$ cat src/sv/ncae_pkg.sv
// ----------------------------------------------------------------------------
// ncae_pkg: shared types for the name cache
// Command codes and the controller-to-datapath command and status records.
// ----------------------------------------------------------------------------
package ncae_pkg;

    localparam logic CMD_LOOKUP = 1'b0;
    localparam logic CMD_INSERT = 1'b1;

    // datapath operation selected by the controller
    typedef enum logic [3:0] {
        OP_NONE,
        OP_LATCH,     // capture input item, clear result
        OP_SCAN_RD,   // issue read of entry at scan index
        OP_SCAN_CHK,  // compare entry read last cycle
        OP_DIV_INIT,  // load divider
        OP_DIV_STEP,  // one quotient bit
        OP_DIV_DONE,  // form threshold
        OP_SWEEP_CHK, // drop entry if older than threshold
        OP_HIT,       // refresh time of hit entry
        OP_WRITE,     // write insert into chosen slot
        OP_REFUSE     // flag refused insert
    } t_op;

    typedef struct packed {
        t_op  op;
        logic scan_reset;   // restart scan index at zero
    } t_cmd;

    typedef struct packed {
        logic is_insert;
        logic table_full;
        logic scan_last;    // scan index is at the last entry
        logic div_last;     // final divider step
        logic thr_zero;     // threshold wrapped to zero
        logic key_hit;      // a matching key has been seen in the scan
        logic free_seen;    // a free slot has been seen in the scan
    } t_status;

endpackage

$ cat src/sv/ncae_ctrl.sv
// ----------------------------------------------------------------------------
// ncae_ctrl: sequencer for lookups and inserts
// Walks each item's scan; a full-table insert adds threshold division, sweep.
// ----------------------------------------------------------------------------
module ncae_ctrl (
    input  logic               i_clk,
    input  logic               i_rst_n,
    input  logic               i_in_valid,
    output logic               o_in_ready,
    output logic               o_out_valid,
    input  logic               i_out_ready,
    input  ncae_pkg::t_status  i_status,
    output ncae_pkg::t_cmd     o_cmd
);

    typedef enum logic [3:0] {
        S_IDLE, S_START, S_DIV, S_DIV_END, S_SWEEP_RD, S_SWEEP_CHK,
        S_POST, S_SCAN_RD, S_SCAN_CHK, S_DECIDE, S_DONE
    } t_state;

    t_state r_state, n_state;
    logic   r_out_valid, n_out_valid;

    assign o_in_ready  = (r_state == S_IDLE);
    assign o_out_valid = r_out_valid;

    // next state and command decode
    always_comb begin
        n_state         = r_state;
        n_out_valid     = r_out_valid;
        o_cmd.op        = ncae_pkg::OP_NONE;
        o_cmd.scan_reset = 1'b0;
        unique case (r_state)
            S_IDLE: begin
                if (i_in_valid) begin
                    o_cmd.op = ncae_pkg::OP_LATCH;
                    n_state  = S_START;
                end
            end
            S_START: begin
                o_cmd.scan_reset = 1'b1;
                if (i_status.is_insert && i_status.table_full) begin
                    o_cmd.op = ncae_pkg::OP_DIV_INIT;
                    n_state  = S_DIV;
                end else begin
                    n_state = S_SCAN_RD;
                end
            end
            S_DIV: begin
                o_cmd.op = ncae_pkg::OP_DIV_STEP;
                if (i_status.div_last) n_state = S_DIV_END;
            end
            S_DIV_END: begin
                o_cmd.op = ncae_pkg::OP_DIV_DONE;
                n_state  = S_SWEEP_RD;
            end
            S_SWEEP_RD: begin
                if (i_status.thr_zero) begin
                    n_state = S_POST;
                end else begin
                    o_cmd.op = ncae_pkg::OP_SCAN_RD;
                    n_state  = S_SWEEP_CHK;
                end
            end
            S_SWEEP_CHK: begin
                o_cmd.op = ncae_pkg::OP_SWEEP_CHK;
                n_state  = i_status.scan_last ? S_POST : S_SWEEP_RD;
            end
            S_POST: begin
                o_cmd.scan_reset = 1'b1;
                if (i_status.table_full) begin
                    o_cmd.op    = ncae_pkg::OP_REFUSE;
                    n_out_valid = 1'b1;
                    n_state     = S_DONE;
                end else begin
                    n_state = S_SCAN_RD;
                end
            end
            S_SCAN_RD: begin
                o_cmd.op = ncae_pkg::OP_SCAN_RD;
                n_state  = S_SCAN_CHK;
            end
            S_SCAN_CHK: begin
                o_cmd.op = ncae_pkg::OP_SCAN_CHK;
                n_state  = i_status.scan_last ? S_DECIDE : S_SCAN_RD;
            end
            S_DECIDE: begin
                n_out_valid = 1'b1;
                n_state     = S_DONE;
                if (i_status.is_insert) begin
                    o_cmd.op = (i_status.key_hit || i_status.free_seen)
                             ? ncae_pkg::OP_WRITE : ncae_pkg::OP_REFUSE;
                end else if (i_status.key_hit) begin
                    o_cmd.op = ncae_pkg::OP_HIT;
                end
            end
            S_DONE: begin
                if (i_out_ready) begin
                    n_out_valid = 1'b0;
                    n_state     = S_IDLE;
                end
            end
            default: n_state = S_IDLE;
        endcase
    end

    // hold state and output valid
    always_ff @(posedge i_clk) begin
        if (!i_rst_n) begin
            r_state     <= S_IDLE;
            r_out_valid <= 1'b0;
        end else begin
            r_state     <= n_state;
            r_out_valid <= n_out_valid;
        end
    end

    a_valid_in_done: assert property (@(posedge i_clk) disable iff (!i_rst_n)
        r_out_valid |-> (r_state == S_DONE))
        else $error("result valid outside done state");
    a_no_accept_busy: assert property (@(posedge i_clk) disable iff (!i_rst_n)
        r_out_valid |-> !o_in_ready)
        else $error("input ready while result pending");
    a_done_holds: assert property (@(posedge i_clk) disable iff (!i_rst_n)
        (r_out_valid && !i_out_ready) |=> r_out_valid)
        else $error("result dropped before transfer");

endmodule

$ cat config.mk
export PLATFORM = sky130hd
export DESIGN_NAME = ncae_ctrl
export DESIGN_NICKNAME = d
export VERILOG_FILES = /design/src/sv/ncae_pkg.sv /design/src/sv/ncae_ctrl.sv
export SDC_FILE = /design/constraint.sdc
export NUM_CORES = 1
export LEC_CHECK = 0
export BUFFER_PORTS_ARGS = -buffer_cell sky130_fd_sc_hd__clkbuf_2
export CORE_AREA = 5 5 42 44
export CTS_CLUSTER_SIZE = 25
export DETAILED_ROUTE_END_ITERATION = 6
export DIE_AREA = 0 0 47 49
export PLACE_DENSITY = 0.68
export SLEW_MARGIN = 40
export SYNTH_ARGS = -nofsm -noshare
export SYNTH_HDL_FRONTEND = slang
export SYNTH_SLANG_ARGS = --single-unit
export TNS_END_PERCENT = 30
$ cat constraint.sdc
create_clock -name i_clk -period 1.1 [get_ports i_clk]
set_clock_uncertainty 0.05 [all_clocks]
set_input_delay 0.055 -clock i_clk [delete_from_list [all_inputs] [get_ports i_clk]]
set_output_delay 0.055 -clock i_clk [all_outputs]
set_load 0.03 [all_outputs]
* Yosys cells after proc, flatten, opt, wreduce, memory -nomap -nowiden
Index checks and enable logic that the tools add are counted.
** Storage, ports and cells
- Bits in registers :: 5
- Input port bits :: 11
- Output and inout port bits :: 7
** Operators by class
- Equality and inequality tests :: 14
- Multiplexer cells :: 21
- Reductions and logical operators :: 7
** Operator list (number)
- one-hot mux 4 bit (11 select lines) :: 1
- one-hot mux 4 bit (10 select lines) :: 1
- two-way mux 4 bit :: 8
- == test 4 x 3 -> 1 bit, second input constant :: 4
- == test 4 bit, second input constant :: 3
- == test 4 x 2 -> 1 bit, second input constant :: 2
- two-way mux 2 bit :: 4
- != test 2 bit, second input constant :: 4
- two-way mux 3 bit :: 2
- AND reduction 3 bit :: 2
- == test 4 x 1 -> 1 bit, second input constant :: 1
- logical NOT 4 bit :: 1
- two-way mux 1 bit :: 4
- one-hot mux 1 bit (3 select lines) :: 1
- nonzero test 3 bit :: 1
- OR reduction 2 bit :: 1
- logical AND 1 bit :: 1
- logical OR 1 bit :: 1

* Longest topological paths before layout
Gate-level depths: netlist of run 1.
- Word-level depth :: 4
- Mapped depth :: 5
- Depth with buffers taken out :: 3

* Worst setup path before layout of run 1
No wires, ideal clock.
- Path type :: register to output
- Start point :: register r_state[1]
- End point :: output o_in_ready
- Arrival time :: 1.601 ns
- Required time :: 0.995 ns
- Path slack :: -0.606 ns
- Cell stages (with the launch flop) :: 4
- Buffers on the path :: 2
- Cell sequence :: dfxtp_1 buf_4 buf_2 nor4_1
** Between the ends
- Longest elaborated chain between the ends :: 1
** RTL lines
- from (decl) :: line ncae_ctrl.sv:21 : t_state r_state, n_state;
- from (signal assigned) :: line ncae_ctrl.sv:113 : r_state <= n_state;
- logical NOT 4 bit :: line ncae_ctrl.sv:24 : assign o_in_ready = (r_state == S_IDLE);
- to (decl) :: line ncae_ctrl.sv:9 : output logic o_in_ready,
Every way passes these cells.

==> impl_summary.log, run 1 <==
INFO  metric nFillCells = 112
INFO  metric power = 2.74 mW
INFO  metric holdCritPathClass = input port to flip-flop
INFO  metric sequential_element_share_of_the_synthesized_area = 19.0%
INFO  metric post_synth_num_cell_types = 32
INFO  metric num_cts_buffers = 3
INFO  metric synth.net_count = 84
INFO  metric antenna-diode-count = 0
INFO  metric synth_cells = 73
INFO  metric holdWs = 0.109 ns
INFO  metric worst_ep_arrival_time = 1.43 ns
INFO  metric fin_crit_sh = 139%
INFO  metric timing.critical_path.cells = or3b_4, o21a_1, o221ai_4, buf_8
INFO  metric tritoncts = done
INFO  metric synthesis.yosys.warnings = 0
INFO  metric clk_pin_slew_worst_paths = 0.05 ns
INFO  metric finalWorstSetupSlack = -0.430 ns
INFO  metric worstSetupStartpointType = flip-flop
INFO  metric floorplan.die_area = 2300 µm²
INFO  metric ys_seq_elements = 5
INFO  metric min_delay_path_depth = 4
INFO  metric grt_antenna_before_repair = 0
INFO  metric grt_first_pass_wirelength = 2860 µm
INFO  metric relSlewSlack = 81.0%
INFO  metric fin_nets = 117
INFO  metric worst_slew_pin_slew = 0.284 ns
INFO  metric synth_area_leader_cell = dfxtp_1
INFO  metric stdcell_area = 938 µm²
INFO  metric gp_routability_congestion = 0.840
INFO  metric layout.core_utilization = 67.0%
INFO  metric fp-row-count = 14
INFO  metric final-instance-count-excl-fill = 121
INFO  metric asyncSetResetFlopFracSynth = 0%
INFO  metric p_leak = 0.397 nW
INFO  metric first_global_vias = 670
INFO  metric worst_ep_required_time = 1.00 ns
INFO  metric vdd_drop_max = 0.00169 V
INFO  metric drc_errors = 0
INFO  metric gr-total-overflow = 0
INFO  metric timing.critical_path.slowest_stage_cell = or3b_4
INFO  metric period_needed = 1.53 ns
INFO  metric synth-edff-count = 0
INFO  metric global_route.usage.total = 16.6%
INFO  metric endpoint_kind = output port
INFO  metric htree_num_levels = 1
INFO  metric top_level_ports = 18
INFO  metric root_buffer = clkbuf_4
INFO  metric highest_clock_frequency_the_design_can_meet = 0.654 GHz
INFO  metric die_y = 49 µm
INFO  metric layout-area-overhead-vs-synth = 77.7%
INFO  metric worst_path_largest_cell_delay = 0.38 ns
INFO  metric reg2regPathDepth = 4
INFO  metric wire_per_inst = 14.6 µm
INFO  metric floorplan.initialDensity = 37.7%
INFO  metric worstPathMaxFanout = 4
INFO  metric failed_checks = setup timing
INFO  metric dp.cells = 115
INFO  metric status = finished with violations
INFO  metric placeableCoreArea = 1400 µm²
INFO  metric unrepaired_setup_endpoints_after_global_routing = true
INFO  metric setup.worst_path.class = flip-flop to output port
INFO  metric hold_viol = 0
INFO  metric drive_gt1_share = 59.0%
INFO  metric placedInstanceArea = 774 µm²
INFO  metric syn_area = 528 µm²
INFO  metric synth_area_per_cell = 7.23 µm²
INFO  metric wirelength = 1770 µm
INFO  metric via_per_inst = 5.67
INFO  metric first_pass_detailed_route_iteration_total = 4
INFO  metric max-cap-violations = 0
INFO  metric insertion_delay = 0.25 ns
INFO  metric pin_count_of_the_biggest_net_entering_global_routing = 14
INFO  metric powerDensity = 2920 nW/µm²
INFO  metric finalSetupViolCount = 11
INFO  metric detail_route.iter0.violations = 19
INFO  metric clock_sinks = 5
INFO  metric netlist_top_cells_count = a21oi_1, o21ai_0, dfxtp_1, nand2_1
INFO  metric clock_buffer_depth = 2
INFO  metric synth.top_cells.by_area = dfxtp_1, a21oi_1, o21ai_0
INFO  metric ant_nets = 0
INFO  metric hpwlAfterDp = 1240 µm
INFO  metric vias = 686
INFO  metric ys_flop_type = dfxtp_1
INFO  metric synth_top_area_share = 19.0%
INFO  metric final_max_slew_viol_count = 0
INFO  metric buffer_ports.inserted = 17
INFO  metric die_width = 47 µm
-- sequential cells by signal, indices dropped and copies added, names as in the netlist --
signal and count:
r_state 4, o_out_valid 1
-- cell type report --
class                           count  area, µm²  share of cell area (%)
Multi-Input combinational cell     58        488                    52.0
Timing Repair Buffer               36        292                    31.1
Sequential cell                     5        105                    11.2
Clock buffer                        4       26.3                    2.80
Tap cell                           16       20.0                    2.13
Inverter                            2       7.51                   0.800
-- metrics by stage --
| stage | setup WS, ns | setup TNS [ns] |
|---|---|---|
| global placement | -0.201 | -1.64 |
| finish | -0.430 | -3.28 |
| detailed placement | -0.221 | -1.95 |
| floorplan | -0.170 | -0.721 |
| global route | -0.487 | -3.86 |
| CTS | -0.434 | -2.97 |
-- worst paths after layout --
| kind | slack, ns | endpoint | from |
|---|---|---|---|
| worst min register to register | 0.45 | o_out_valid$_SDFFE_PN0P_ | o_out_valid$_SDFFE_PN0P_ |
| worst min-delay path | 0.11 | r_state[1]$_SDFFE_PN0P_ | i_status[4] |
| worst max-delay path | -0.43 | o_cmd[1] | r_state[1]$_SDFFE_PN0P_ |
| worst max register to register | -0.26 | r_state[0]$_SDFFE_PN0P_ | r_state[1]$_SDFFE_PN0P_ |
-- what timing repair did --
action / CTS / global route
hold buffers: 1 / 0
setup buffers: 1 / 0
hold endpoints to repair: 1 / 0
setup endpoints to repair: 11 / 11
pin swaps: 4 / 0
resized for setup: 26 / 7
-- kinds of logic after synthesis --
logic type | count (synthesis) | synth area share (%)
AO/OA/AOI/OAI | 30 | 36.7
buffers and inverters | 10 | 10.9
flip-flops | 5 | 19.0
multiplexers | 2 | 4.27
AND/OR/NAND/NOR | 26 | 29.1
-- worst max-delay path, delay by kind of cell (launching register included) --
family,cells,cell delay [ns]
AO/OA/AOI/OAI,2,0.29
buffers and inverters,1,0.15
flip-flops,1,0.35
AND/OR/NAND/NOR,1,0.38
-- routing by layer --
metal  vias to the layer above  share of wire (%)  routed length (µm)  track usage, %
met5                         -                  0                   0               0
met4                         0                1.4                  25            7.37
met3                         6                5.9                 105            4.43
met2                        27                 50                 888            25.3
met1                       314                 42                 746            20.9
li1                        339                  -                   -               -
-- cell usage in the layout, fill, tap and decap left out, types with 3 or more instances in the layout --
master and n:
buf_4 15, clkbuf_2 11, a21oi_1 6, o21ai_0 3, nand2_1 5, dfxtp_2 4, clkbuf_4 5, clkbuf_8 3
-- power breakdown --
group / switching [mW] / internal [mW] / total (mW) / leakage, nW
clock network: 0.0954 / 0.138 / 0.234 / 0.0150
logic: 1.09 / 1.09 / 2.19 / 0.339
registers: 0.0680 / 0.253 / 0.321 / 0.0424
(Power assumes the default switching activity.)
==> inputs of run 2 (changes only) <==
MAX_ROUTING_LAYER = met4   (was default)
PLACE_DENSITY = 0.7   (was 0.68)
==> run 2 against run 1 <==
  * The run still ends with setup timing left
  * Clock power rose by 3%
  * Final area rose by 6.7%
  * Utilization rose by 4.5 points
  * Count of clock-buffer cells in the layout did not move
  * Power rose by 6.4%
  * Fmax fell by 1.5%
  * Global-route usage rose by 2.6 points
  * Final cell count rose by 3.3%
  * Sequential share of layout area fell by 0.45 points
  * Critical path depth did not move
  * Sequential power rose by 3%
  * Die area did not move
  * Critical path type unchanged
  * Largest cell class unchanged
  * Highest routed layer unchanged
==> impl_summary.log, run 2 (same netlist as run 1, synthesis figures left out) <==
INFO  metric status = finished with violations (unchanged)
INFO  metric failed_checks = setup timing (unchanged)
INFO  metric wire_per_inst = 16.2 µm (was 14.6 µm)
INFO  metric worstSetupStartpointType = flip-flop (unchanged)
INFO  metric first_global_vias = 712 (was 670)
INFO  metric clk_pin_slew_worst_paths = 0.05 ns (about the same)
INFO  metric timing.critical_path.cells = or3b_4, o21a_1, o221ai_4, buf_8 (unchanged)
INFO  metric stdcell_area = 1000 µm² (was 938 µm²)
INFO  metric nFillCells = 106 (was 112)
INFO  metric pin_count_of_the_biggest_net_entering_global_routing = 11 (was 14)
INFO  metric fin_crit_sh = 141% (was 139%)
INFO  metric timing.critical_path.slowest_stage_cell = or3b_4 (unchanged)
INFO  metric vdd_drop_max = 0.00165 V (was 0.00169 V)
INFO  metric worst_path_largest_cell_delay = 0.38 ns (about the same)
INFO  metric setup.worst_path.class = flip-flop to output port (unchanged)
INFO  metric highest_clock_frequency_the_design_can_meet = 0.644 GHz (was 0.654 GHz)
INFO  metric clock_buffer_depth = 2 (unchanged)
INFO  metric ant_nets = 0 (unchanged)
INFO  metric die_y = 49 µm (unchanged)
INFO  metric max-cap-violations = 0 (unchanged)
INFO  metric relSlewSlack = 78.7% (was 81.0%)
INFO  metric layout.cells.most_common = buf_4 (unchanged)
INFO  metric floorplan.initialDensity = 37.7% (unchanged)
INFO  metric p_leak = 0.423 nW (was 0.397 nW)
INFO  metric placedInstanceArea = 767 µm² (was 774 µm²)
INFO  metric drive_gt1_share = 63.3% (was 59.0%)
INFO  metric drc_errors = 0 (unchanged)
INFO  metric insertion_delay = 0.26 ns (was 0.25 ns)
INFO  metric die_width = 47 µm (unchanged)
INFO  metric buffer_ports.inserted = 17 (unchanged)
INFO  metric layout.core_utilization = 71.4% (was 67.0%)
INFO  metric period_needed = 1.55 ns (was 1.53 ns)
INFO  metric crit_buf_inv = 1 (unchanged)
INFO  metric worst_slew_pin_slew = 0.319 ns (was 0.284 ns)
INFO  metric floorplan.die_area = 2300 µm² (unchanged)
INFO  metric largest-register = r_state (unchanged)
INFO  metric endpoint_kind = output port (unchanged)
INFO  metric hold_viol = 0 (unchanged)
INFO  metric layout-area-overhead-vs-synth = 89.6% (was 77.7%)
INFO  metric hpwlAfterDp = 1190 µm (was 1240 µm)
INFO  metric via_per_inst = 5.74 (was 5.67)
INFO  metric largest_register_ff_count = 4 (unchanged)
INFO  metric unrepaired_setup_endpoints_after_global_routing = true (unchanged)
INFO  metric grt_antenna_before_repair = 0 (unchanged)
INFO  metric finalWorstSetupSlack = -0.453 ns (was -0.430 ns)
INFO  metric detail_route.iter0.violations = 18 (was 19)
INFO  metric clock_sinks = 5 (unchanged)
INFO  metric tritoncts = done (unchanged)
INFO  metric worstPathMaxFanout = 5 (was 4)
INFO  metric fp-row-count = 14 (unchanged)
INFO  metric global_route.usage.total = 19.2% (was 16.6%)
INFO  metric gp_routability_congestion = 0.777 (was 0.840)
INFO  metric wirelength = 2020 µm (was 1770 µm)
INFO  metric finalSetupViolCount = 11 (unchanged)
INFO  metric gr-total-overflow = 0 (unchanged)
INFO  metric root_buffer = clkbuf_4 (unchanged)
INFO  metric final_max_slew_viol_count = 0 (unchanged)
INFO  metric worst_ep_required_time = 1.00 ns (about the same)
INFO  metric grt_first_pass_wirelength = 3210 µm (was 2860 µm)
INFO  metric htree_num_levels = 1 (unchanged)
INFO  metric holdCritPathClass = input port to flip-flop (unchanged)
INFO  metric first_pass_detailed_route_iteration_total = 4 (unchanged)
INFO  metric powerDensity = 2920 nW/µm² (about the same)
INFO  metric fin_nets = 121 (was 117)
INFO  metric antenna-diode-count = 0 (unchanged)
INFO  metric top_level_ports = 18 (unchanged)
INFO  metric holdWs = 0.105 ns (was 0.109 ns)
INFO  metric vias = 717 (was 686)
INFO  metric path_delay_family = simple AND/OR/NAND/NOR gates (unchanged)
INFO  metric placeableCoreArea = 1400 µm² (unchanged)
INFO  metric mostFrequentLayoutCells = buf_4, clkbuf_2, buf_6 (was buf_4, clkbuf_2, a21oi_1)
INFO  metric num_cts_buffers = 3 (unchanged)
INFO  metric worst_ep_arrival_time = 1.45 ns (was 1.43 ns)
[run 2: worst paths after layout]
check                            from                        to  slack [ns]  cells past startpoint
min reg2reg  o_out_valid$_SDFFE_PN0P_  o_out_valid$_SDFFE_PN0P_        0.45                      2
max reg2reg   r_state[1]$_SDFFE_PN0P_   r_state[1]$_SDFFE_PN0P_       -0.35                      5
max           r_state[1]$_SDFFE_PN0P_                  o_cmd[1]       -0.45                      4
min                       i_out_ready   r_state[3]$_SDFFE_PN0P_        0.10                      4
[run 2: layout make-up]
class / count / area [µm²] / share of cell area, %
flip-flops and latches: 5 / 108 / 10.7
inverters: 2 / 7.51 / 0.750
repair buffers: 40 / 342 / 34.1
multi-input cells: 58 / 498 / 49.8
well taps: 16 / 20.0 / 2.00
clock buffers: 4 / 26.3 / 2.63
[run 2: report_power, final]
part	internal [mW]	total [mW]	switching [mW]
clock network	0.139	0.240	0.101
logic	1.19	2.35	1.16
registers	0.258	0.332	0.0740
[run 2: routing by layer]
metal	vias up	global-route usage [%]	wire, µm
met5	-	-	0
met2	33	29.4	1040
li1	346	-	-
met1	327	22.4	787
met3	11	2.21	105
met4	0	12.9	85
[run 2: through the flow]
step / total power, mW / setup slack, ns / setup TNS (ns) / cells
final: 2.92 / -0.453 / -3.41 / 125
after global placement: 1.93 / -0.269 / -1.82 / 114
after detailed placement: 1.95 / -0.304 / -2.06 / 114
after global routing: 3.08 / -0.491 / -3.89 / 125
after CTS: 2.59 / -0.457 / -3.36 / 124
after floorplan: 1.56 / -0.170 / -0.721 / 73
[run 2: what timing repair did]
action                     4_1_cts  5_1_grt
pin swaps                        5        4
hold buffers                     1        0
resized for setup               26       22
buffers inserted                 5        1
hold endpoints to repair         1        0
setup endpoints to repair       11       11
cloned                           0        0
[run 2: worst reg2reg max path, delay by kind of cell (launching register included)]
| kind | cells | cell delay [ns] |
|---|---|---|
| AO/OA/AOI/OAI | 2 | 0.30 |
| AND/OR/NAND/NOR | 1 | 0.38 |
| flip-flops | 1 | 0.36 |
| buffers and inverters | 2 | 0.28 |
